==> src/rtl/utt_pkg.sv <==
// Shared types, constants and lead-byte decode for the UTF-8 to UTF-16 transcoder.
package utt_pkg;

    localparam logic [15:0] REPL_UNIT     = 16'hFFFD;
    localparam logic [5:0]  HIGH_SURR_TAG = 6'b110110;
    localparam logic [5:0]  LOW_SURR_TAG  = 6'b110111;
    localparam logic [1:0]  CONT_TAG      = 2'b10;

    typedef struct packed {
        logic [7:0] data_byte;
        logic       end_of_string;
    } utt_item_t;

    typedef struct packed {
        logic      valid;
        utt_item_t item;
    } utt_queue_t;

    // Sequence length announced by a lead byte; zero for a byte that cannot lead.
    function automatic logic [2:0] seq_len(input logic [7:0] b);
        logic [2:0] n;
        priority if (b[7] == 1'b0)           n = 3'd1;
        else if (b[7:5] == 3'b110)           n = 3'd2;
        else if (b[7:4] == 4'b1110)          n = 3'd3;
        else if (b[7:3] == 5'b11110)         n = 3'd4;
        else                                 n = 3'd0;
        return n;
    endfunction

endpackage

==> src/rtl/utt_front.sv <==
// Input side: accepts bytes into a two-entry queue ahead of the decoder.
module utt_front (
    input  logic              aclk,
    input  logic              aresetn,
    input  logic              s_tvalid,
    output logic              s_tready,
    input  logic [7:0]        s_tdata,   // data_byte
    input  logic              s_tlast,   // end_of_string
    input  logic              q_pop,
    output utt_pkg::utt_queue_t q_head
);
    import utt_pkg::*;

    utt_item_t  entry_reg [2];
    logic       wr_ptr_reg, wr_ptr_next;
    logic       rd_ptr_reg, rd_ptr_next;
    logic [1:0] count_reg,  count_next;
    logic       push;
    logic       pop;

    assign s_tready = (count_reg != 2'd2);
    assign push     = s_tvalid && s_tready;
    assign pop      = q_pop && (count_reg != 2'd0);

    assign q_head.valid = (count_reg != 2'd0);
    assign q_head.item  = entry_reg[rd_ptr_reg];

    always_comb begin
        wr_ptr_next = push ? ~wr_ptr_reg : wr_ptr_reg;
        rd_ptr_next = pop  ? ~rd_ptr_reg : rd_ptr_reg;
        unique case ({push, pop})
            2'b10:   count_next = count_reg + 2'd1;
            2'b01:   count_next = count_reg - 2'd1;
            default: count_next = count_reg;
        endcase
    end

    always_ff @(posedge aclk) begin
        if (!aresetn) begin
            wr_ptr_reg <= 1'b0;
            rd_ptr_reg <= 1'b0;
            count_reg  <= 2'd0;
        end else begin
            wr_ptr_reg <= wr_ptr_next;
            rd_ptr_reg <= rd_ptr_next;
            count_reg  <= count_next;
        end
    end

    always_ff @(posedge aclk) begin
        if (push) begin
            entry_reg[wr_ptr_reg] <= '{data_byte: s_tdata, end_of_string: s_tlast};
        end
    end

endmodule

==> src/rtl/utt_back.sv <==
// Decoder: works through the held bytes one code unit per cycle into an output register, unless the output stalls.
module utt_back (
    input  logic                aclk,
    input  logic                aresetn,
    input  utt_pkg::utt_queue_t q_head,
    output logic                q_pop,
    output logic                m_tvalid,
    input  logic                m_tready,
    output logic [15:0]         m_tdata,   // code_unit
    output logic                m_tlast,   // last_of_run
    output logic                m_tuser    // string_done
);
    import utt_pkg::*;

    localparam logic [1:0] ST_LOAD = 2'd0;
    localparam logic [1:0] ST_RUN  = 2'd1;
    localparam logic [1:0] ST_LOW  = 2'd2;

    logic [1:0]  state_reg,  state_next;
    logic [7:0]  buf_reg [4];
    logic [7:0]  buf_next [4];
    logic [7:0]  sh_buf [4];
    logic [2:0]  len_reg,    len_next;
    logic        at_end_reg, at_end_next;
    logic [15:0] low_reg,    low_next;
    logic        more_reg,   more_next;

    logic        out_valid_reg, out_valid_next;
    logic [15:0] out_unit_reg,  out_unit_next;
    logic        out_last_reg,  out_last_next;
    logic        out_done_reg,  out_done_next;

    logic        out_free;
    logic [2:0]  lead_need;
    logic        c1, c2, c3;
    logic [10:0] cp2;
    logic [15:0] cp3;
    logic [20:0] cp4;
    logic [20:0] cp4_off;
    logic        seq_ok;
    logic [2:0]  shift;
    logic [2:0]  len_after;
    logic [2:0]  next_need;
    logic        more;

    assign out_free = !out_valid_reg || m_tready;

    assign lead_need = seq_len(buf_reg[0]);
    assign c1 = (buf_reg[1][7:6] == CONT_TAG);
    assign c2 = (buf_reg[2][7:6] == CONT_TAG);
    assign c3 = (buf_reg[3][7:6] == CONT_TAG);
    assign cp2 = {buf_reg[0][4:0], buf_reg[1][5:0]};
    assign cp3 = {buf_reg[0][3:0], buf_reg[1][5:0], buf_reg[2][5:0]};
    assign cp4 = {buf_reg[0][2:0], buf_reg[1][5:0], buf_reg[2][5:0], buf_reg[3][5:0]};
    assign cp4_off = cp4 - 21'h010000;

    always_comb begin
        unique case (lead_need)
            3'd1:    seq_ok = 1'b1;
            3'd2:    seq_ok = c1 && (cp2 >= 11'h080);
            3'd3:    seq_ok = c1 && c2 && (cp3 >= 16'h0800) && (cp3[15:11] != 5'b11011);
            3'd4:    seq_ok = c1 && c2 && c3 && (cp4 >= 21'h010000) && (cp4 <= 21'h10FFFF);
            default: seq_ok = 1'b0;
        endcase
    end

    // Bytes consumed by this step: the whole sequence when it decodes, else the lead only.
    assign shift = (lead_need != 3'd0 && seq_ok) ? lead_need : 3'd1;

    always_comb begin
        sh_buf = buf_reg;
        unique case (shift)
            3'd1: begin
                sh_buf[0] = buf_reg[1];
                sh_buf[1] = buf_reg[2];
                sh_buf[2] = buf_reg[3];
            end
            3'd2: begin
                sh_buf[0] = buf_reg[2];
                sh_buf[1] = buf_reg[3];
            end
            3'd3: begin
                sh_buf[0] = buf_reg[3];
            end
            default: sh_buf = buf_reg;
        endcase
    end

    assign len_after = len_reg - shift;
    assign next_need = seq_len(sh_buf[0]);
    // Another unit follows unless the remainder is empty or only waits for more bytes.
    assign more = (len_after != 3'd0) &&
                  (at_end_reg || (next_need == 3'd0) || (next_need <= len_after));

    always_comb begin
        state_next     = state_reg;
        buf_next       = buf_reg;
        len_next       = len_reg;
        at_end_next    = at_end_reg;
        low_next       = low_reg;
        more_next      = more_reg;
        q_pop          = 1'b0;
        out_valid_next = out_valid_reg && !m_tready;
        out_unit_next  = out_unit_reg;
        out_last_next  = out_last_reg;
        out_done_next  = out_done_reg;

        unique case (state_reg)
            ST_LOAD: begin
                if (q_head.valid) begin
                    q_pop = 1'b1;
                    unique case (len_reg[1:0])
                        2'd0:    buf_next[0] = q_head.item.data_byte;
                        2'd1:    buf_next[1] = q_head.item.data_byte;
                        2'd2:    buf_next[2] = q_head.item.data_byte;
                        default: buf_next[3] = q_head.item.data_byte;
                    endcase
                    len_next    = len_reg + 3'd1;
                    at_end_next = q_head.item.end_of_string;
                    state_next  = ST_RUN;
                end
            end
            ST_RUN: begin
                if (out_free) begin
                    if (lead_need != 3'd0 && lead_need > len_reg) begin
                        // Incomplete sequence: flush at end of string, else hold it.
                        if (at_end_reg) begin
                            out_valid_next = 1'b1;
                            out_unit_next  = REPL_UNIT;
                            out_last_next  = 1'b1;
                            out_done_next  = 1'b1;
                            len_next       = 3'd0;
                        end
                        state_next = ST_LOAD;
                    end else begin
                        out_valid_next = 1'b1;
                        buf_next       = sh_buf;
                        len_next       = len_after;
                        out_last_next  = !more;
                        out_done_next  = !more && at_end_reg;
                        state_next     = more ? ST_RUN : ST_LOAD;
                        if (lead_need == 3'd0 || !seq_ok) begin
                            out_unit_next = REPL_UNIT;
                        end else if (lead_need == 3'd4) begin
                            out_unit_next = {HIGH_SURR_TAG, cp4_off[19:10]};
                            out_last_next = 1'b0;
                            out_done_next = 1'b0;
                            low_next      = {LOW_SURR_TAG, cp4_off[9:0]};
                            more_next     = more;
                            state_next    = ST_LOW;
                        end else if (lead_need == 3'd3) begin
                            out_unit_next = cp3;
                        end else if (lead_need == 3'd2) begin
                            out_unit_next = {5'd0, cp2};
                        end else begin
                            out_unit_next = {8'd0, buf_reg[0]};
                        end
                    end
                end
            end
            ST_LOW: begin
                if (out_free) begin
                    out_valid_next = 1'b1;
                    out_unit_next  = low_reg;
                    out_last_next  = !more_reg;
                    out_done_next  = !more_reg && at_end_reg;
                    state_next     = more_reg ? ST_RUN : ST_LOAD;
                end
            end
            default: state_next = ST_LOAD;
        endcase
    end

    always_ff @(posedge aclk) begin
        if (!aresetn) begin
            state_reg     <= ST_LOAD;
            len_reg       <= 3'd0;
            out_valid_reg <= 1'b0;
        end else begin
            state_reg     <= state_next;
            len_reg       <= len_next;
            out_valid_reg <= out_valid_next;
        end
    end

    always_ff @(posedge aclk) begin
        buf_reg      <= buf_next;
        at_end_reg   <= at_end_next;
        low_reg      <= low_next;
        more_reg     <= more_next;
        out_unit_reg <= out_unit_next;
        out_last_reg <= out_last_next;
        out_done_reg <= out_done_next;
    end

    assign m_tvalid = out_valid_reg;
    assign m_tdata  = out_unit_reg;
    assign m_tlast  = out_last_reg;
    assign m_tuser  = out_done_reg;

endmodule

==> src/rtl/utf8_to_utf16_transcoder.sv <==
// Each byte is loaded from the queue in its own load step, followed by a decode step per code
// unit it releases (one step when it releases none); output stalls hold the decoder. It takes no
// new byte until it has released the code units that the last one completed.
// A two-entry input queue takes up to two bytes while the decoder works or the output stalls.
// Reset (aresetn low, synchronous) empties the queue and the hold and drops any pending unit.
module utf8_to_utf16_transcoder (
    input  logic        aclk,
    input  logic        aresetn,
    input  logic        s_tvalid,
    output logic        s_tready,
    input  logic [7:0]  s_tdata,   // [7:0] data_byte
    input  logic        s_tlast,   // end_of_string
    output logic        m_tvalid,
    input  logic        m_tready,
    output logic [15:0] m_tdata,   // [15:0] code_unit
    output logic        m_tlast,   // last_of_run
    output logic        m_tuser    // [0] string_done
);
    import utt_pkg::*;

    utt_queue_t q_head;
    logic       q_pop;

    utt_front u_front (
        .aclk     (aclk),
        .aresetn  (aresetn),
        .s_tvalid (s_tvalid),
        .s_tready (s_tready),
        .s_tdata  (s_tdata),
        .s_tlast  (s_tlast),
        .q_pop    (q_pop),
        .q_head   (q_head)
    );

    utt_back u_back (
        .aclk     (aclk),
        .aresetn  (aresetn),
        .q_head   (q_head),
        .q_pop    (q_pop),
        .m_tvalid (m_tvalid),
        .m_tready (m_tready),
        .m_tdata  (m_tdata),
        .m_tlast  (m_tlast),
        .m_tuser  (m_tuser)
    );

`ifndef SYNTHESIS
    a_done_is_last: assert property (@(posedge aclk) disable iff (!aresetn)
        (m_tvalid && m_tuser) |-> m_tlast)
        else $error("string_done without last_of_run");

    a_high_surr_not_last: assert property (@(posedge aclk) disable iff (!aresetn)
        (m_tvalid && (m_tdata[15:10] == HIGH_SURR_TAG)) |-> !m_tlast)
        else $error("high surrogate closes a run");

    a_reset_clears_out: assert property (@(posedge aclk)
        !aresetn |=> !m_tvalid)
        else $error("output valid after reset");
`endif

endmodule

==> config.mk <==
export PLATFORM = sky130hd
export DESIGN_NAME = utf8_to_utf16_transcoder
export DESIGN_NICKNAME = d
export VERILOG_FILES = /design/src/rtl/utt_pkg.sv /design/src/rtl/utt_front.sv /design/src/rtl/utt_back.sv /design/src/rtl/utf8_to_utf16_transcoder.sv
export SDC_FILE = /design/constraint.sdc
export NUM_CORES = 1
export LEC_CHECK = 0
export BUFFER_PORTS_ARGS = -buffer_cell sky130_fd_sc_hd__buf_2
export CAP_MARGIN = 20
export CORE_MARGIN = 5
export CORE_UTILIZATION = 28
export CTS_BUF_LIST = sky130_fd_sc_hd__clkbuf_4
export DETAILED_ROUTE_END_ITERATION = 10
export GPL_TIMING_DRIVEN = 0
export PLACE_DENSITY = 0.53
export SETUP_SLACK_MARGIN = 0.3
export SLEW_MARGIN = 20
export SYNTH_ARGS = -nofsm -noshare
export SYNTH_HDL_FRONTEND = slang
export SYNTH_SLANG_ARGS = --single-unit
==> constraint.sdc <==
create_clock -name aclk -period 3.97 [get_ports aclk]
set_input_delay 0.794 -clock aclk [delete_from_list [all_inputs] [get_ports aclk]]
set_output_delay 0.794 -clock aclk [all_outputs]
set_load 0.05 [all_outputs]
Word-level counts from Yosys, hierarchy flattened
Memory sizes are Yosys's and may differ from the RTL's. A register that Yosys moved wholly into a read port is not among the register bits. Cells that the tools add are included.

Mux-type cells: 69. Add/subtract/negate cells: 5. Reductions and logical operators: 45. Equality and inequality tests: 35. Bitwise operators: 6. Multipliers: 0. Div/mod/pow operators: 0. Order comparisons: 6. Shift operators: 0.

Operator list (count): $mux W16 (7); $mux W32 (3); $pmux W32 S2 (1); $mux W8 (5); $mux W3 (13); $pmux W16 S2 (1); $pmux W8 S3 (1); $mux W1 (23); $ge A21 B17 Y1 const B (1); $le A21 B21 Y1 const B (1); $sub A20 B17 Y20 const B (1); $reduce_and A6 Y1 (3); $ge A16 B12 Y1 const B (1); $pmux W8 S2 (1); $logic_and A1 B1 Y1 (15); $ne A2 B2 Y1 const B (7); $eq A2 B2 Y1 const B (6); $eq A3 B2 Y1 const B (4); $mux W2 (6); $reduce_and A4 Y1 (3); $ge A11 B8 Y1 const B (1); $mux W11 (1); $eq A5 B5 Y1 const B (2); $reduce_and A5 Y1 (2); 30 further kinds (57).

Output and inout port bits: 20. Register bits: 72. Bits in latches: 0. RAM bits: 18. Memory bits (read-only): 0. Memories kept: 1.

Memory list: u_front.entry_reg (depth 2, width 9, read ports 1, clocked after Yosys merged registers in 1, write ports 1, line utt_front.sv:14) `utt_item_t entry_reg [2];`.

Logic depth before layout (Yosys ltp)
Gate-level depths: netlist of the first run.

Depth in word-level cells: 27. Gate-level depth with buffers: 19. Depth with buffers taken out: 18.

Cells and area by module
A second synthesis of the first run with hierarchy kept.

Cell total of the unflattened synthesis: 433. Area total of the unflattened synthesis: 4838.4 µm².

Modules (own cells, without submodules): utt_back (instances 1, area each 3956.3 µm², cells an instance 381); utt_front (instances 1, area each 882.1 µm², cells an instance 52).

Worst setup path before layout of the first run
Ideal clock, no wire load.

Path kind: register -> register. Start point: register u_back.buf_reg[24] (netlist name). End point: register u_back.out_last_reg (netlist: u_back.m_tlast), data pin. Arrival time: 3.634 ns. Clock period less this slack: 3.899 ns. Slack: 0.071 ns. Required time: 3.705 ns. Buffers on the path: 1. Cell stages (with the launch flop): 17. Cell sequence: edfxtp_1 -> buf_2 -> or3_1 -> nor3_1 -> a21oi_1 -> o211a_1 -> o21ai_1 -> inv_1 -> fa_1 -> xnor2_1 -> xnor2_1 -> ha_1 -> o21a_1 -> o21ai_0 -> a311oi_2 -> o31ai_1 -> a21oi_1.

Word-level cells in the longest chain between the ends: 23.

Ends and longest elaborated chain: from (decl) (line utt_back.sv:20) `logic [7:0] buf_reg [4];`; from (signal assigned) (line utt_back.sv:187) `buf_reg <= buf_next;`; $ge A21 B17 Y1 / $ge A16 B12 Y1 (equally long branches) (line utt_back.sv:62, utt_back.sv:61); $logic_and A1 B1 Y1, on equally long branches (2 in a row) (line utt_back.sv:62, utt_back.sv:61); $pmux W1 S4 * (line utt_back.sv:58) `unique case (lead_need)`; branches (longest 15 deep; another with $le A3 B3 Y1); $mux W1 * (line utt_back.sv:142) `if (lead_need == 3'd0 || !seq_ok) begin`; $mux W1 * (line utt_back.sv:125) `if (lead_need != 3'd0 && lead_need > len_reg) begin`; $mux W1 * (line utt_back.sv:124) `if (out_free) begin`; $pmux W1 S2 * (line utt_back.sv:108) `unique case (state_reg)`; net u_back.out_last_next (line utt_back.sv:30) `logic out_last_reg, out_last_next;`; to (signal assigned) (line utt_back.sv:192) `out_last_reg <= out_last_next;`; to (decl) (line utt_back.sv:30).

Mark *: on every way through the listed nets, which the timed path passes. The select of a mux whose other input is x is not followed. A chain may end at the register's enable or synchronous reset.

Worst setup path in the final report of the first run
Start point: register u_back.buf_reg[30] (netlist name). End point: register u_back.out_last_reg (netlist: u_back.m_tlast), data pin.

Word-level cells in the longest chain between the ends: 26.

Ends and longest elaborated chain (line): branches (longest 23 deep; another with $pmux W8 S3); $mux W1 * (utt_back.sv:125); $mux W1 * (utt_back.sv:124); $pmux W1 S2 * (utt_back.sv:108); net u_back.out_last_next (utt_back.sv:30).

Marked as above.

==> impl_results.md, run 1 <==
- Status: complete, no violations
- Worst Tran Pin Value: 0.790 ns
- TritonCTS Buffers: 9
- CP startpoint: u_back.buf_reg[30]
- Number of global-route vias before repair: ~3.7k
- Fmax: 260 MHz
- DP Wirelength: between 8 and 9 mm
- Area of placed instances: 0.00540 mm²
- First-pass DRT Iterations: 8
- Multiplexer share of the synthesized area: 3.94%
- CTS tree: yes
- Syn avg cell area: between 10 and 15 µm²
- Simple-gate area share of the yosys netlist: about 14%
- Via count: 3762
- Total Wirelength: 12.4 mm
- EDFF count, synth: 80
- Crit Path Max Fanout: 7
- Mapped Cells: about 430
- Congestion Overflow GR: 0
- Worst vdd ir: roughly 0.00031 V
- DRC: 0
- Routed vias/inst: 5.06
- Hold Crit Class: in -> reg
- # clock sinks: 91
- Hold Fails Final Rpt: 0
- Static Leakage: 2.22 nW
- Complex-gate fraction of the synthesized area: 17.9%
- CTS H-tree lvls: 3
- Chip Height: 142 µm
- Drt wl/cell: around 17 µm
- Synth Register Bits: just over 90
- Final period util: a little over nine tenths
- Core area: approximately 0.017 mm²
- CTS Buffer Depth: 2
- # setup viols final: 0
- Post-synth ARST share: 0%
- Pwr per Cell Area: 817 mW/mm²
- Clk_skew: 0.0151 ns
- Main synth FF type: edfxtp_1
- RSZ-0062 raised after global routing: yes
- Register-to-register setup slack: 0.12 ns
- Max FFs per register: 32
- Distinct cells, synth: 61
- Hold_sp: s_tdata[2]
- Clock Latency Late Sink: between 0.4 and 0.5 ns
- Final slew viol count: 0
- Mapped cell area: 0.00486 mm²
- Reg clk slew, reported paths: 0.14 ns
- Synth warn: 0
- Worst slew margin: 47.1%
- Sequential area share after synthesis: 54.0%
- Clock Tree Root: clkbuf_4
- Largest family of logic cells by synthesized area: compound AO/OA/AOI/OAI gates
- Post-Synth Adder-Cell Area: between 5 and 6%
- Filler instances: 1763
- Setup TNS: 0 ns
- Startpoint Class: flop
- Total track usage: 12.5%
- Top-level I/O count: 33
- Syn_nets: ~460
- Minimum clock period: 3.85 ns
- Final ANT Viol Nets: 0
- Most common cell after layout, fill and taps aside: edfxtp_1
- Largest net degree at the start of global routing: 16
- Max-cap violations: 0
- Power Total: a little under 0.005 W
- Nets@finish: 547
- First-pass GRT wire length: 19.7 mm
- Initial DRC Count: 288
- Critical Path RT: 4.20 ns
- Row count: 48
- Area Growth Syn to Fin: 23.8%
- CP endpoint kind: flop
- Data arrival, critical path: 4.08 ns
- Synth Area in XOR/XNOR: under 10%
- Placer Congestion: approximately 0.9
- Die ar.: approximately 0.020 mm²
- Reg2reg start: u_back.buf_reg[30]
- Post-CTS Hold Buffers: 0
- Fin util: 35.0%
- Die X: 142 µm
- Fraction of layout cells with a size suffix above 1: about 29%
- Initial Utilization: between 20 and 30%
- Port Buffers: 32
- Commonest cells after routing, fill and taps aside: edfxtp_1 (80), buf_4 (40), buf_2 (33)
- Antenna violations before repair: 1
- Setup CP Type: reg -> reg
- Finished Cell Area: 0.00601 mm²
-- metrics by stage --
stage / hold slack (ns) / setup slack (ns) / cells
after global placement: 0.490 / -0.333 / 685
final: 0.492 / 0.119 / 744
after floorplan: 0.478 / 0.244 / 428
after detailed placement: 0.530 / -0.349 / 687
after global routing: 0.456 / 0.00438 / 744
after CTS: 0.457 / 0.112 / 730
-- worst max-delay path, stage by stage (launching register included) --
cell      delay, ns
edfxtp_1       0.48
nand2_8        0.06
or3_4          0.38
buf_6          0.13
inv_4          0.05
and4b_2        0.29
buf_4          0.13
o211a_4        0.22
o21ai_4        0.08
inv_2          0.07
fa_2           0.47
ha_4           0.26
nor2b_1        0.12
o21a_1         0.17
o21ai_2        0.17
a311oi_2       0.08
o31ai_2        0.30
a21oi_1        0.11
-- where the power goes --
| part | leakage, nW | switching (W) | internal [W] | total, W |
|---|---|---|---|---|
| Clock | 0.0698 | 0.000325 | 0.000189 | 0.000514 |
| Combinational | 1.33 | 0.00165 | 0.00106 | 0.00272 |
| Sequential | 0.824 | 0.000201 | 0.00148 | 0.00168 |
-- logic make-up after synthesis --
| logic type | Yosys count |
|---|---|
| buffers and inverters | 39 |
| AO/OA/AOI/OAI | 122 |
| XOR/XNOR | 7 |
| AND/OR/NAND/NOR | 129 |
| multiplexers | 19 |
| adder cells (fa/ha/maj) | 21 |
| flip-flops | 91 |
-- path summary, 6_finish.rpt --
path	end	cells past startpoint
worst max register to register	u_back.m_tlast	17
worst max-delay path	u_back.m_tlast	17
worst min-delay path	u_front.entry_reg[1][3]	1
worst min register to register	u_front.count_reg[1]	2
-- synth_stat cells, types with 2 or more instances --
library cell,n,area [µm²]
edfxtp_1,80,2400
a21oi_1,28,140
nand2_1,28,105
nor2_1,22,82.6
ha_1,20,250
mux2i_1,18,180
clkbuf_1,17,63.8
nor2b_1,16,100
inv_1,15,56.3
nor3_1,13,65.1
a21o_1,12,90.1
dfxtp_1,11,220
o21ai_0,11,55.1
o21bai_1,11,82.6
and2_1,8,50.1
a222oi_1,7,70.1
a31oi_1,7,43.8
nand3_1,7,35.0
nand2b_1,6,37.5
o22ai_1,6,37.5
nand4_1,5,31.3
xnor2_1,5,43.8
a21boi_0,4,30.0
and3_1,4,25.0
nor4_1,4,25.0
o21a_1,4,30.0
or3_1,4,25.0
a211oi_1,3,22.5
a22oi_1,3,22.5
buf_2,3,15.0
o21ai_1,3,15.0
a21o_2,2,17.5
a221o_1,2,20.0
a221o_2,2,22.5
and4b_1,2,20.0
buf_6,2,22.5
nor4b_1,2,17.5
o211a_1,2,20.0
o211ai_1,2,15.0
o221ai_1,2,17.5
o31ai_1,2,15.0
or2_2,2,12.5
or4_1,2,15.0
xor2_1,2,17.5
-- metal layers --
| metal | up-vias | global-route usage (%) | part of all wire (%) |
|---|---|---|---|
| met2 | 143 | 19.5 | 46 |
| met1 | 1797 | 16.7 | 45 |
| li1 | 1800 | - | - |
| met4 | 0 | 3.48 | 2.1 |
| met3 | 22 | 3.81 | 6.9 |
| met5 | - | 0 | 0 |
-- area by class of cell --
class                   count  area (µm²)  share of cell area, %
multi-input cells         298        2290                   38.1
plain buffers              22         125                   2.08
diodes                      1        2.50                 0.0416
repair buffers             75         494                   8.22
flip-flops and latches     91        2620                   43.6
inverters                  16        62.6                   1.04
clock buffers               9        67.6                   1.12
well taps                 225         282                   4.68
clock inverters             7        67.6                   1.12
-- repair_timing --
action,CTS,global route
setup endpoints to repair,22,22
endpoints found under the hold margin,0,0
pin swaps,19,19
gates resized for setup,34,10
buffers inserted,27,14
No activity file was read; power rests on OpenSTA's default activity.
==> run 2: changes to the inputs <==
Settings changed: SETUP_SLACK_MARGIN 0.3 to default.
==> run 2 against run 1 <==
Worst hold slack gained 0.0014 ns. Cell count down 2.0%. Worst setup slack lost 0.063 ns. Non-clock buffer count shrank 14. Sequential cell count is the same. First-iteration DRC count increased by 25%. Cell area decreased by 3.3%. Die area is the same.
==> impl_results.md, run 2 (same netlist as run 1, synthesis figures left out) <==
- RSZ-0062 raised after global routing: yes
- CTS Buffer Depth: 2 (unchanged)
- GR Util met2: 19.2% (-0.35 points)
- Initial DRC Count: 359 (+25%)
- Antenna violations before repair: 0 (-1)
- Initial Utilization: 28.3% (unchanged)
- Crit path buf inv count: 2 (-2)
- First-pass GRT wire length: 19.7 mm (+0.11%)
- Top-level I/O count: 33 (unchanged)
- Data arrival, critical path: 4.30 ns (+0.22 ns)
- # setup viols final: 0 (unchanged)
- WHS Path Cells: 1 (unchanged)
- Fmax: 256 MHz (-1.6%)
- Area of placed instances: 0.00534 mm² (-1.1%)
- Total Wirelength: 12.1 mm (-2.3%)
- Filler instances: 1755 (-0.45%)
- Via count: 3725 (-0.98%)
- Commonest cells after routing, fill and taps aside: edfxtp_1 (80), buf_2 (32), buf_4 (28)
- Crit-path cells: nand2_1 > or3_4 > buf_6 > inv_4 > and4b_2 > o211ai_4 > nand3_2 > nand2_2 > ha_4 > fa_2 > xnor2_2 > xnor2_2 > ha_1 > a31oi_1 > o21ai_2 > a311oi_2 > nor3_2 > a41o_1
- Multi-input gate area: 0.00223 mm² (-2.7%)
- Die X: 142 µm (unchanged)
- Layout Cells excl Fill: 729 (-2.0%)
- Chip Height: 142 µm (unchanged)
- Placer Congestion: 0.914 (+1.6%)
- Congestion Overflow GR: 0 (unchanged)
- Setup TNS: 0 ns (unchanged)
- TritonCTS Buffers: 9 (unchanged)
- Max-cap violations: 0 (unchanged)
- Gr busiest metal: met2
- Crit path max-delay family: simple AND/OR/NAND/NOR gates
- FF-to-FF path depth: 18 (+1)
- Nets@finish: 533 (-2.6%)
- Clock Tree Root: clkbuf_4
- Placed cell count: 687 (unchanged)
- Max FFs per register: 32 (unchanged)
- Post-CTS Hold Buffers: 0 (unchanged)
- Die ar.: 0.0201 mm² (unchanged)
- Finished Cell Area: 0.00582 mm² (-3.3%)
- Fraction of layout cells with a size suffix above 1: 24.8% (-4.0 points)
- Worst hold slack: 0.493 ns (+0.00138 ns)
- Clk_skew: 0.0303 ns (+0.0152 ns)
- Final period util: 98.6% (+1.6 points)
- Drt wl/cell: 16.6 µm (-0.27%)
- Total track usage: 12.5% (+0.031 points)
- Largest net degree at the start of global routing: 16 (unchanged)
- Row count: 48 (unchanged)
- Core area: 0.0172 mm² (unchanged)
- DP Wirelength: 8.76 mm (-1.3%)
- Critical Path Max Stage Delay: 0.48 ns (about the same)
- CTS tree: yes
- Hold Fails Final Rpt: 0 (unchanged)
- CTS H-tree lvls: 3 (unchanged)
- M1 GR Usage: 16.6% (-0.16 points)
- Reg clk slew, reported paths: 0.14 ns (about the same)
- First-pass DRT Iterations: 6 (-2)
- Status: complete, no violations
- Pwr per Cell Area: 811 mW/mm² (-0.80%)
- Final ANT Viol Nets: 0 (unchanged)
- Crit path top cell by count: xnor2_2
- Most common cell after layout, fill and taps aside: edfxtp_1
- Final slew viol count: 0 (unchanged)
- Worst slew margin: 46.3% (-0.86 points)
- Clock Latency Late Sink: 0.49 ns (about the same)
- Power Total: 0.00471 W (-4.0%)
- Worst path slowest cell: edfxtp_1
- Setup CP Type: reg -> reg
- Worst Tran Pin Value: 0.803 ns (+0.0128 ns)
- Stages on worst setup path: 18 (+1)
- CP endpoint kind: flop
- Register area: 0.00262 mm² (unchanged)
- Area Growth Syn to Fin: 19.7%
- Number of global-route vias before repair: 3659 (-0.60%)
- DRC: 0 (unchanged)
- Crit Path Max Fanout: 7 (unchanged)
- Routed vias/inst: 5.11 (+1.1%)
- Worst vdd ir: 0.000322 V (+3.1%)
- Met3 Track Usage GR: 4.55% (+0.74 points)
- # clock sinks: 91 (unchanged)
- Port Buffers: 32 (unchanged)
- Minimum clock period: 3.91 ns (+0.0625 ns)
- Critical Path RT: 4.36 ns (+0.16 ns)
- Hold Crit Class: in -> reg
- Number of antenna diodes: 0 (-1)
- Static Leakage: 2.13 nW (-4.0%)
- Startpoint Class: flop
[run 2: worst paths after layout]
kind	startpoint	end	slack, ns
hold / removal	s_tdata[2]	u_front.entry_reg[1][3]	0.49
hold reg to reg	u_front.entry_reg[0][0]	u_back.at_end_reg	0.56
setup / recovery	u_back.buf_reg[28]	u_back.state_reg[0]	0.06
setup reg to reg	u_back.buf_reg[28]	u_back.state_reg[0]	0.06
[run 2: per-layer routing]
layer | part of all wire (%) | up-vias
li1 | - | 1771
met1 | 46 | 1802
met2 | 45 | 126
met3 | 7.0 | 26
met4 | 2.3 | 0
met5 | 0 | -
[run 2: final cells by class]
type                    instances  share of cell area, %
flip-flops and latches         91                   45.1
multi-input cells             298                   38.3
repair buffers                 62                   6.76
well taps                     225                   4.84
plain buffers                  21                   2.02
clock buffers                  11                   1.42
inverters                      16                   1.08
clock inverters                 5                  0.495
[run 2: timing repair]
action	CTS	global route
resized for setup	27	17
buffers inserted	10	18
setup endpoints to repair	6	11
pin swaps	10	19
[run 2: where the power goes]
| group | internal [W] | total (W) | switching [W] |
|---|---|---|---|
| clock network | 0.000141 | 0.000453 | 0.000312 |
| logic | 0.000983 | 0.00256 | 0.00157 |
| registers | 0.00148 | 0.00170 | 0.000220 |
| total | 0.00261 | 0.00471 | 0.00211 |
[run 2: stage by stage]
stage / setup slack [ns] / util (%)
after floorplan: 0.0709 / -
after detailed placement: -0.624 / 31.1
after global routing: -0.0876 / 33.9
after global placement: -0.755 / 30.8
after CTS: 0.0157 / 32.8
final: 0.0565 / 33.9
